**src/rtl/wavp_pkg.sv**
```systemverilog
// wavp_pkg: shared types, constants and helpers for the wav header / pcm16 parser
// depends on nothing; used by wavp_parse and wav_header_and_pcm16_parser_unit
package wavp_pkg;

  // header layout
  localparam int unsigned HDR_BYTES = 44;
  localparam int unsigned RIFF_POS  = 0;
  localparam int unsigned WAVE_POS  = 8;
  localparam int unsigned CHAN_POS  = 22;
  localparam int unsigned RATE_POS  = 24;
  localparam int unsigned DEPTH_POS = 34;
  localparam int unsigned SIZE_POS  = 40;

  // magic tags, byte 0 in the low lane
  localparam logic [31:0] RIFF_TAG = 32'h4646_4952;
  localparam logic [31:0] WAVE_TAG = 32'h4556_4157;

  typedef enum logic [2:0] {
    KIND_HEADER   = 3'd0,
    KIND_SAMPLE   = 3'd1,
    KIND_SHORT    = 3'd2,
    KIND_BAD_RIFF = 3'd3,
    KIND_BAD_WAVE = 3'd4,
    KIND_END      = 3'd5
  } kind_t;

  typedef enum logic [1:0] {
    PH_HEADER  = 2'd0,
    PH_SAMPLES = 2'd1,
    PH_SKIP    = 2'd2
  } phase_t;

  // one result word plus its valid flag
  typedef struct packed {
    logic               valid;
    kind_t              kind;
    logic signed [15:0] sample;
    logic [15:0]        channels;
    logic [31:0]        sample_rate;
    logic [15:0]        bit_depth;
    logic [31:0]        data_length;
    logic               last;
  } res_t;

  // byte of a little-endian tag at the given lane
  function automatic logic [7:0] tag_byte(input logic [31:0] tag, input logic [1:0] lane);
    tag_byte = tag[{lane, 3'b000} +: 8];
  endfunction

  // merge a byte into a little-endian field at the given lane
  function automatic logic [31:0] put_lane(input logic [31:0] hold, input logic [7:0] b,
                                           input logic [1:0] lane);
    put_lane = hold | ({24'h0, b} << {lane, 3'b000});
  endfunction

endpackage

```
**src/rtl/wavp_if.sv**
```systemverilog
// wavp_in_if / wavp_out_if: valid-ready channels of the wav parser
// depends on nothing
interface wavp_in_if;
  logic       valid;
  logic       ready;
  logic [7:0] data_byte;
  logic       last_byte;

  modport source (output valid, output data_byte, output last_byte, input ready);
  modport sink   (input valid, input data_byte, input last_byte, output ready);
endinterface

interface wavp_out_if;
  logic               valid;
  logic               ready;
  logic [2:0]         kind;
  logic signed [15:0] sample;
  logic [15:0]        channels;
  logic [31:0]        sample_rate;
  logic [15:0]        bit_depth;
  logic [31:0]        data_length;
  logic               last;

  modport source (output valid, output kind, output sample, output channels,
                  output sample_rate, output bit_depth, output data_length,
                  output last, input ready);
  modport sink   (input valid, input kind, input sample, input channels,
                  input sample_rate, input bit_depth, input data_length,
                  input last, output ready);
endinterface

```
**src/rtl/wav_header_and_pcm16_parser_unit.sv**
```systemverilog
// wav_header_and_pcm16_parser_unit: top level of the wav header / pcm16 parser
// depends on wavp_pkg, wavp_if (wavp_in_if, wavp_out_if) and wavp_parse
//
//   channel   dir   word                               handshake
//   in_ch     in    data_byte[7:0], last_byte          valid / ready
//   out_ch    out   kind, sample, header fields, last  valid / ready
//
// one byte per cycle sustained while out_ch.ready is high; an accepted byte waits in the
// input register, and the parser logic writes its result into the result register
// rst_n is synchronous, active low, and puts the parser at the start of a file
// a stalled result holds the result register; the input register keeps one more
// byte, so in_ch.ready drops only while both are full and out_ch.ready is low
module wav_header_and_pcm16_parser_unit (
  input  logic              clk,
  input  logic              rst_n,
  wavp_in_if.sink           in_ch,
  wavp_out_if.source        out_ch
);

  // input register
  logic       s1_vld_r;
  logic [7:0] s1_byte_r;
  logic       s1_last_r;

  // result register
  logic           out_vld_r;
  wavp_pkg::res_t out_res_r;

  wavp_pkg::res_t res;
  logic           out_free;
  logic           advance;

  // result register can take a new word this cycle
  assign out_free = !out_vld_r || out_ch.ready;
  // the byte in the input register is processed this cycle
  assign advance  = s1_vld_r && out_free;

  assign in_ch.ready = !s1_vld_r || out_free;

  always_ff @(posedge clk) begin
    if (!rst_n) begin
      s1_vld_r <= 1'b0;
    end else if (in_ch.ready) begin
      s1_vld_r <= in_ch.valid;
    end
  end

  always_ff @(posedge clk) begin
    if (in_ch.ready) begin
      s1_byte_r <= in_ch.data_byte;
      s1_last_r <= in_ch.last_byte;
    end
  end

  wavp_parse u_parse (
    .clk       (clk),
    .rst_n     (rst_n),
    .step_en   (advance),
    .data_byte (s1_byte_r),
    .last_byte (s1_last_r),
    .res       (res)
  );

  // bytes that cause no result just leave the input register
  always_ff @(posedge clk) begin
    if (!rst_n) begin
      out_vld_r <= 1'b0;
    end else if (out_free) begin
      out_vld_r <= advance && res.valid;
    end
  end

  always_ff @(posedge clk) begin
    if (out_free) begin
      out_res_r <= res;
    end
  end

  assign out_ch.valid       = out_vld_r;
  assign out_ch.kind        = out_res_r.kind;
  assign out_ch.sample      = out_res_r.sample;
  assign out_ch.channels    = out_res_r.channels;
  assign out_ch.sample_rate = out_res_r.sample_rate;
  assign out_ch.bit_depth   = out_res_r.bit_depth;
  assign out_ch.data_length = out_res_r.data_length;
  assign out_ch.last        = out_res_r.last;

  // a byte waiting behind a stalled result is neither lost nor changed
  a_s1_hold: assert property (@(posedge clk) disable iff (!rst_n)
    s1_vld_r && !out_free |=> s1_vld_r && $stable(s1_byte_r) && $stable(s1_last_r))
    else $error("input register lost its byte during an output stall");

  // short file and odd trailing byte always close the file
  a_end_last: assert property (@(posedge clk) disable iff (!rst_n)
    out_ch.valid && (out_ch.kind == wavp_pkg::KIND_SHORT ||
                     out_ch.kind == wavp_pkg::KIND_END) |-> out_ch.last)
    else $error("short or end result without last");

  // header fields only on a good header, sample only on a sample word
  a_zero_fields: assert property (@(posedge clk) disable iff (!rst_n)
    out_ch.valid && out_ch.kind != wavp_pkg::KIND_HEADER |->
      out_ch.channels == '0 && out_ch.sample_rate == '0 &&
      out_ch.bit_depth == '0 && out_ch.data_length == '0)
    else $error("header fields set on a non-header result");

  a_zero_sample: assert property (@(posedge clk) disable iff (!rst_n)
    out_ch.valid && out_ch.kind != wavp_pkg::KIND_SAMPLE |-> out_ch.sample == '0)
    else $error("sample set on a non-sample result");

endmodule

```
**src/rtl/wavp_parse.sv**
```systemverilog
// wavp_parse: parser state and per-byte result logic
// depends on wavp_pkg
module wavp_parse (
  input  logic          clk,
  input  logic          rst_n,
  input  logic          step_en,
  input  logic [7:0]    data_byte,
  input  logic          last_byte,
  output wavp_pkg::res_t res
);

  logic [5:0]        pos_r, pos_nxt;
  logic              riff_r, riff_nxt;
  logic              wave_r, wave_nxt;
  logic [15:0]       chan_r, chan_nxt;
  logic [31:0]       rate_r, rate_nxt;
  logic [15:0]       depth_r, depth_nxt;
  logic [31:0]       size_r, size_nxt;
  logic [7:0]        low_r, low_nxt;
  logic              low_vld_r, low_vld_nxt;
  wavp_pkg::phase_t  phase_r, phase_nxt;

  always_comb begin
    pos_nxt     = pos_r;
    riff_nxt    = riff_r;
    wave_nxt    = wave_r;
    chan_nxt    = chan_r;
    rate_nxt    = rate_r;
    depth_nxt   = depth_r;
    size_nxt    = size_r;
    low_nxt     = low_r;
    low_vld_nxt = low_vld_r;
    phase_nxt   = phase_r;
    res         = '0;
    res.kind    = wavp_pkg::KIND_HEADER;

    case (phase_r)
      wavp_pkg::PH_HEADER: begin
        if (pos_r < 6'(wavp_pkg::RIFF_POS + 4) &&
            data_byte != wavp_pkg::tag_byte(wavp_pkg::RIFF_TAG,
                                            2'(pos_r - 6'(wavp_pkg::RIFF_POS)))) begin
          riff_nxt = 1'b0;
        end
        if (pos_r >= 6'(wavp_pkg::WAVE_POS) && pos_r < 6'(wavp_pkg::WAVE_POS + 4) &&
            data_byte != wavp_pkg::tag_byte(wavp_pkg::WAVE_TAG,
                                            2'(pos_r - 6'(wavp_pkg::WAVE_POS)))) begin
          wave_nxt = 1'b0;
        end
        if (pos_r >= 6'(wavp_pkg::CHAN_POS) && pos_r < 6'(wavp_pkg::CHAN_POS + 2)) begin
          chan_nxt = 16'(wavp_pkg::put_lane({16'h0, chan_r}, data_byte,
                                            2'(pos_r - 6'(wavp_pkg::CHAN_POS))));
        end
        if (pos_r >= 6'(wavp_pkg::RATE_POS) && pos_r < 6'(wavp_pkg::RATE_POS + 4)) begin
          rate_nxt = wavp_pkg::put_lane(rate_r, data_byte,
                                        2'(pos_r - 6'(wavp_pkg::RATE_POS)));
        end
        if (pos_r >= 6'(wavp_pkg::DEPTH_POS) && pos_r < 6'(wavp_pkg::DEPTH_POS + 2)) begin
          depth_nxt = 16'(wavp_pkg::put_lane({16'h0, depth_r}, data_byte,
                                             2'(pos_r - 6'(wavp_pkg::DEPTH_POS))));
        end
        if (pos_r >= 6'(wavp_pkg::SIZE_POS) && pos_r < 6'(wavp_pkg::SIZE_POS + 4)) begin
          size_nxt = wavp_pkg::put_lane(size_r, data_byte,
                                        2'(pos_r - 6'(wavp_pkg::SIZE_POS)));
        end

        if (pos_r >= 6'(wavp_pkg::HDR_BYTES - 1)) begin
          res.valid = 1'b1;
          res.last  = last_byte;
          if (!riff_nxt) begin
            res.kind  = wavp_pkg::KIND_BAD_RIFF;
            phase_nxt = wavp_pkg::PH_SKIP;
          end else if (!wave_nxt) begin
            res.kind  = wavp_pkg::KIND_BAD_WAVE;
            phase_nxt = wavp_pkg::PH_SKIP;
          end else begin
            res.kind        = wavp_pkg::KIND_HEADER;
            res.channels    = chan_nxt;
            res.sample_rate = rate_nxt;
            res.bit_depth   = depth_nxt;
            res.data_length = size_nxt;
            phase_nxt       = wavp_pkg::PH_SAMPLES;
          end
        end else if (last_byte) begin
          res.valid = 1'b1;
          res.last  = 1'b1;
          res.kind  = wavp_pkg::KIND_SHORT;
        end else begin
          pos_nxt = pos_r + 6'd1;
        end
      end
      wavp_pkg::PH_SAMPLES: begin
        if (low_vld_r) begin
          res.valid   = 1'b1;
          res.last    = last_byte;
          res.kind    = wavp_pkg::KIND_SAMPLE;
          res.sample  = {data_byte, low_r};
          low_vld_nxt = 1'b0;
        end else if (last_byte) begin
          res.valid = 1'b1;
          res.last  = 1'b1;
          res.kind  = wavp_pkg::KIND_END;
        end else begin
          low_nxt     = data_byte;
          low_vld_nxt = 1'b1;
        end
      end
      default: begin
        // skip phase: rest of a bad file is dropped
      end
    endcase

    // end of file puts everything back to the start
    if (last_byte) begin
      pos_nxt     = '0;
      riff_nxt    = 1'b1;
      wave_nxt    = 1'b1;
      chan_nxt    = '0;
      rate_nxt    = '0;
      depth_nxt   = '0;
      size_nxt    = '0;
      low_nxt     = '0;
      low_vld_nxt = 1'b0;
      phase_nxt   = wavp_pkg::PH_HEADER;
    end
  end

  always_ff @(posedge clk) begin
    if (!rst_n) begin
      pos_r     <= '0;
      riff_r    <= 1'b1;
      wave_r    <= 1'b1;
      chan_r    <= '0;
      rate_r    <= '0;
      depth_r   <= '0;
      size_r    <= '0;
      low_r     <= '0;
      low_vld_r <= 1'b0;
      phase_r   <= wavp_pkg::PH_HEADER;
    end else if (step_en) begin
      pos_r     <= pos_nxt;
      riff_r    <= riff_nxt;
      wave_r    <= wave_nxt;
      chan_r    <= chan_nxt;
      rate_r    <= rate_nxt;
      depth_r   <= depth_nxt;
      size_r    <= size_nxt;
      low_r     <= low_nxt;
      low_vld_r <= low_vld_nxt;
      phase_r   <= phase_nxt;
    end
  end

endmodule

```
**src/flat_wrapper.sv**
```systemverilog
// flat-port wrapper written by rule: the top's interface ports become plain ports
module wav_header_and_pcm16_parser_unit_flat 
  (clk, rst_n, in_ch_valid, in_ch_data_byte, in_ch_last_byte, in_ch_ready, out_ch_valid, out_ch_kind, out_ch_sample, out_ch_channels, out_ch_sample_rate, out_ch_bit_depth, out_ch_data_length, out_ch_last, out_ch_ready);
  wavp_in_if in_ch_i ();
  wavp_out_if out_ch_i ();
  input  logic clk;
  input  logic rst_n;
  input wire logic [$bits(in_ch_i.valid)-1:0] in_ch_valid;
  input wire logic [$bits(in_ch_i.data_byte)-1:0] in_ch_data_byte;
  input wire logic [$bits(in_ch_i.last_byte)-1:0] in_ch_last_byte;
  output wire logic [$bits(in_ch_i.ready)-1:0] in_ch_ready;
  output wire logic [$bits(out_ch_i.valid)-1:0] out_ch_valid;
  output wire logic [$bits(out_ch_i.kind)-1:0] out_ch_kind;
  output wire logic [$bits(out_ch_i.sample)-1:0] out_ch_sample;
  output wire logic [$bits(out_ch_i.channels)-1:0] out_ch_channels;
  output wire logic [$bits(out_ch_i.sample_rate)-1:0] out_ch_sample_rate;
  output wire logic [$bits(out_ch_i.bit_depth)-1:0] out_ch_bit_depth;
  output wire logic [$bits(out_ch_i.data_length)-1:0] out_ch_data_length;
  output wire logic [$bits(out_ch_i.last)-1:0] out_ch_last;
  input wire logic [$bits(out_ch_i.ready)-1:0] out_ch_ready;
  assign in_ch_i.valid = in_ch_valid;
  assign in_ch_i.data_byte = in_ch_data_byte;
  assign in_ch_i.last_byte = in_ch_last_byte;
  assign in_ch_ready = in_ch_i.ready;
  assign out_ch_valid = out_ch_i.valid;
  assign out_ch_kind = out_ch_i.kind;
  assign out_ch_sample = out_ch_i.sample;
  assign out_ch_channels = out_ch_i.channels;
  assign out_ch_sample_rate = out_ch_i.sample_rate;
  assign out_ch_bit_depth = out_ch_i.bit_depth;
  assign out_ch_data_length = out_ch_i.data_length;
  assign out_ch_last = out_ch_i.last;
  assign out_ch_i.ready = out_ch_ready;
  wav_header_and_pcm16_parser_unit u_core (.clk(clk), .rst_n(rst_n), .in_ch(in_ch_i), .out_ch(out_ch_i));
endmodule
```
**config.mk**
```make
export PLATFORM = sky130hd
export DESIGN_NAME = wav_header_and_pcm16_parser_unit_flat
export DESIGN_NICKNAME = d
export VERILOG_FILES = /design/src/rtl/wavp_pkg.sv /design/src/rtl/wavp_if.sv /design/src/rtl/wav_header_and_pcm16_parser_unit.sv /design/src/rtl/wavp_parse.sv /design/src/flat_wrapper.sv
export SDC_FILE = /design/constraint.sdc
export NUM_CORES = 1
export LEC_CHECK = 0
export BUFFER_PORTS_ARGS = -buffer_cell sky130_fd_sc_hd__buf_2
export CAP_MARGIN = 25
export CORE_ASPECT_RATIO = 1.2
export CORE_UTILIZATION = 40
export CTS_CLUSTER_SIZE = 40
export DETAILED_ROUTE_END_ITERATION = 8
export GPL_TIMING_DRIVEN = 1
export HOLD_SLACK_MARGIN = 0.02
export SLEW_MARGIN = 20
export SYNTH_ARGS = -nofsm -noshare
export SYNTH_HDL_FRONTEND = slang
export SYNTH_HIERARCHICAL = 1
export SYNTH_SLANG_ARGS = --single-unit
```
**constraint.sdc**
```tcl
create_clock -name clk -period 6.55 [get_ports clk]
set_input_delay 1.965 -clock clk [delete_from_list [all_inputs] [get_ports clk]]
set_output_delay 1.965 -clock clk [all_outputs]
set_load 0.01 [all_outputs]
```
==> run_results.csv <==
group,metric,value,unit
detailed_routing,postRouteWirelength,22220,um
synthesis,mapped_nets,890,
global_route,initial_antenna_violation_count,0,
finish,insertedDiodeCount,0,
sta,slew_violations,0,
synthesis,asyncSetResetFlopFracSynth,0,
sta,worst_slew_pin_slew,1.008,ns
setup_path,critPathMaxFanout,11,
detailed_routing,drt_first_pass_iters,5,
setup_path,worst_ep_arrival_time,2.48,ns
synthesis,post_synth_top_area_share,0.4032,
finish,fraction_of_layout_cells_with_a_size_suffix_above_1,0.1931,
pwr,max-vdd-ir-drop,222.1,uV
setup_path,critical_path.reg2reg.startpoint,"u_core/u_parse/pos_r[1]",
setup_path,regToRegSetupSlack,3.42,ns
die,fp.dieH,169.1,um
synthesis,cell_type_contributing_the_most_total_cell_area_after_synthesis,"sky130_fd_sc_hd__edfxtp_1",
synthesis,syn_inst,869,
pwr,power_density,279.5,nW/um2
synthesis,synth_edf_count,125,
setup_path,worstReg2RegEnd,"u_core/out_ch.channels[14]",
clock_network,max-clock-path-buffers,3,
synthesis,synth.lib_cells_used.distinct,55,
clock_network,cts_num_sinks,242,
sta,period_needed,4.448,ns
worst_hold_path,timing.hold.worst_endpoint,"u_core/u_parse/rate_r[14]",
pwr,power,3.049,mW
synthesis,ys.warnings.count,6,
setup_path,crit_path_class,"input port to output port",
synthesis,synth_flop_cell,"sky130_fd_sc_hd__edfxtp_1",
sta,report.final.setup_viol,0,
clock_network,cts-hold-fix-buffers,0,
sta,finClkSkew,0.01918,ns
finish,final-instance-count-excl-fill,1289,
run_status,run_status,"complete, no violations",
synthesis,synth-seq-area-share,0.6548,
die,core_area,22600,um2
global_route,grt_pass1_vias,6191,
worst_hold_path,min_delay_path_depth,2,
synthesis,ys_seq_elements,242,
clock_network,cts-root-buf,"sky130_fd_sc_hd__clkbuf_16",
sta,rsz0062_at_grt,"false",
placed_design,hpwl,14100,um
worst_hold_path,hold_path_startpoint,"u_core/u_parse/rate_r[14]",
die,start_util,0.4120,
detailed_routing,drt-wirelength-per-cell,17.24,um
global_route,globalRouteTotalUtil,0.1879,
die,fp-row-count,60,
placed_design,globalplace.congestion,0.7920,
synthesis,syn_area,9310,um2
finish,nets,982,
synthesis,synthesis.area_per_instance,10.71,um2
die,design.die.area,23890,um2
placed_design,io_buffer_count,130,
synthesis,synth_area_leaders,"sky130_fd_sc_hd__edfxtp_1, sky130_fd_sc_hd__dfxtp_1, sky130_fd_sc_hd__a21oi_1",
global_route,grt_start_max_net_pins,97,
clock_network,htree_levels,1,
clock_network,tritoncts.num_buffers,25,
detailed_routing,dr.first_iter.drc_count,505,
finish,area_growth_syn_to_layout,17.20,%
global_route,grt_overflow_total,0,
setup_path,start_kind,"input port",
sta,max_freq,0.2248,GHz
die,die-width,141.3,um
sta,hold_viol_final,0,
detailed_routing,vias_per_cell,5.124,
sta,final.period_utilization,0.6790,
job,maxCapViolCount,0,
pwr,cellLeakagePower,4.358,nW
clock_network,worst_skew_pair.late_latency,0.53,ns
sta,setup_total_negative_slack,0,ns
setup_path,worst_setup_path_startpoint,"out_ch_ready",
detailed_routing,routed-via-count,6605,
global_route,grt_pass1_wl,34600,um
clock_network,ctsResizeCount,0,
sta,max_slew_margin,0.3283,
setup_path,worst_setup_path_end_kind,"output port",
detailed_routing,detail_route.drc_violations,0,
clock_network,cts_setup_buffers,0,
clock_network,cts_tree,"built",
setup_path,cp.required,4.59,ns
detailed_routing,drtAntennaViolNets,0,
placed_design,dp_cells,1242,
setup_path,worst-r2r-cell-count,7,
die,i_o_pin_total,131,
clock_network,path_clk_slew,0.06,ns
worst_hold_path,min_path_type,"register to register",
logic make-up (layout without fill, tap and decap cells):
logic type,count (synthesis),in the layout,synth area share
compound gates,240,240,0.1466
xor+xnor,4,4,0.003764
fa+ha+maj,8,8,0.01075
buf+inv,85,195,0.03938
flops,242,242,0.6548
mux,1,1,0.001075
simple gates,289,289,0.1437
cell type report:
cell class	count	area, um2
multi-input combinational	542	2880
timing repair buffer	142	748.2
inverter	8	30.03
tap	310	387.9
fill	2137	11690
clock inverter	5	35.03
sequential	242	6096
clock buffer	40	734.5
critical path, stage by stage:
cell and delay [ns]:
sky130_fd_sc_hd__buf_2 0.10, sky130_fd_sc_hd__nand3b_4 0.23, sky130_fd_sc_hd__buf_2 0.19
cells in the mapped netlist, types with 4 or more instances:
| cell | instances |
|---|---|
| sky130_fd_sc_hd__dfxtp_1 | 117 |
| sky130_fd_sc_hd__nor2_1 | 197 |
| sky130_fd_sc_hd__a21oi_1 | 168 |
| sky130_fd_sc_hd__and2_1 | 17 |
| sky130_fd_sc_hd__buf_6 | 4 |
| sky130_fd_sc_hd__edfxtp_1 | 125 |
| sky130_fd_sc_hd__o21ai_0 | 9 |
| sky130_fd_sc_hd__and2_0 | 6 |
| sky130_fd_sc_hd__buf_2 | 11 |
| sky130_fd_sc_hd__ha_1 | 8 |
| sky130_fd_sc_hd__a31oi_1 | 31 |
| sky130_fd_sc_hd__inv_1 | 8 |
| sky130_fd_sc_hd__nor4_1 | 4 |
| sky130_fd_sc_hd__a22oi_1 | 8 |
| sky130_fd_sc_hd__nand2_1 | 9 |
| sky130_fd_sc_hd__nor2b_1 | 15 |
| sky130_fd_sc_hd__and3_1 | 19 |
| sky130_fd_sc_hd__clkbuf_1 | 61 |
| sky130_fd_sc_hd__o21a_1 | 5 |
report_power, final:
group	leakage [nW]	switching (mW)	internal, mW	total [mW]
registers	2.44	0.0150	1.61	1.62
logic	1.54	0.0754	0.0282	0.104
clock network	0.375	0.557	0.768	1.32
total	4.36	0.647	2.40	3.05
cells in the final DEF (no fill, tap or decap), types with 3 or more instances in the layout:
cell type                   instances
sky130_fd_sc_hd__o21a_1             5
sky130_fd_sc_hd__buf_2            130
sky130_fd_sc_hd__edfxtp_1         125
sky130_fd_sc_hd__a31oi_1           31
sky130_fd_sc_hd__clkbuf_1          10
sky130_fd_sc_hd__a22oi_1            8
sky130_fd_sc_hd__ha_1               8
sky130_fd_sc_hd__clkbuf_16         26
sky130_fd_sc_hd__nor2b_1           15
sky130_fd_sc_hd__dfxtp_1          117
sky130_fd_sc_hd__o21ai_0            9
sky130_fd_sc_hd__a21oi_1          168
sky130_fd_sc_hd__and2_1            17
sky130_fd_sc_hd__and3_1            19
sky130_fd_sc_hd__nor2_1           197
sky130_fd_sc_hd__buf_4             10
sky130_fd_sc_hd__and2_0             6
sky130_fd_sc_hd__clkbuf_8           3
sky130_fd_sc_hd__nand2_1            8
sky130_fd_sc_hd__nor4_1             3
sky130_fd_sc_hd__inv_1              8
routing by layer:
layer  vias to the layer above  track usage  wire length, um
met1                      3132       0.2560             9856
li1                       3243            -                -
met3                        34      0.03197             1344
met5                         -            0                0
met4                         0      0.05718              505
met2                       196       0.3059            10510
through the flow:
step | instance area [um2] | setup WS [ns] | hold slack (ns) | util
2_1_floorplan | 9310 | 1.349 | 0.4375 | -
3_3_place_gp | 10120 | 2.060 | 0.4463 | 0.4478
3_5_place_dp | 10120 | 2.015 | 0.4540 | 0.4478
4_1_cts | 10890 | 2.090 | 0.4683 | 0.4819
5_1_grt | 10910 | 2.063 | 0.4909 | 0.4829
6_report | 10910 | 2.102 | 0.4662 | 0.4829
worst max path at each step:
stage / to / slack (ns) / cells after the start
2_1_floorplan: u_core/u_parse/pos_r[0] / 1.35 / 7
3_3_place_gp: u_core/u_parse/depth_r[9] / 2.06 / 7
3_5_place_dp: u_core/u_parse/depth_r[8] / 2.02 / 7
4_1_cts: in_ch_ready / 2.09 / 3
5_1_grt: in_ch_ready / 2.06 / 3
6_report: in_ch_ready / 2.10 / 3
registers in the layout (all words and copies together), names as in the netlist, 2 cells and up:
signal and cells:
u_core/out_ch.channels 16, u_core/out_ch.kind 3, u_core/out_ch.sample_rate 32, u_core/u_parse/low_r 8
u_core/u_parse/size_r 32, u_core/u_parse/phase_r 2, u_core/s1_byte_r 8, u_core/u_parse/depth_r 16
u_core/out_ch.data_length 32, u_core/u_parse/pos_r 6, u_core/out_ch.bit_depth 16, u_core/out_ch.sample 16
u_core/u_parse/chan_r 16, u_core/u_parse/rate_r 32
Power figures use the tool's default switching activity.
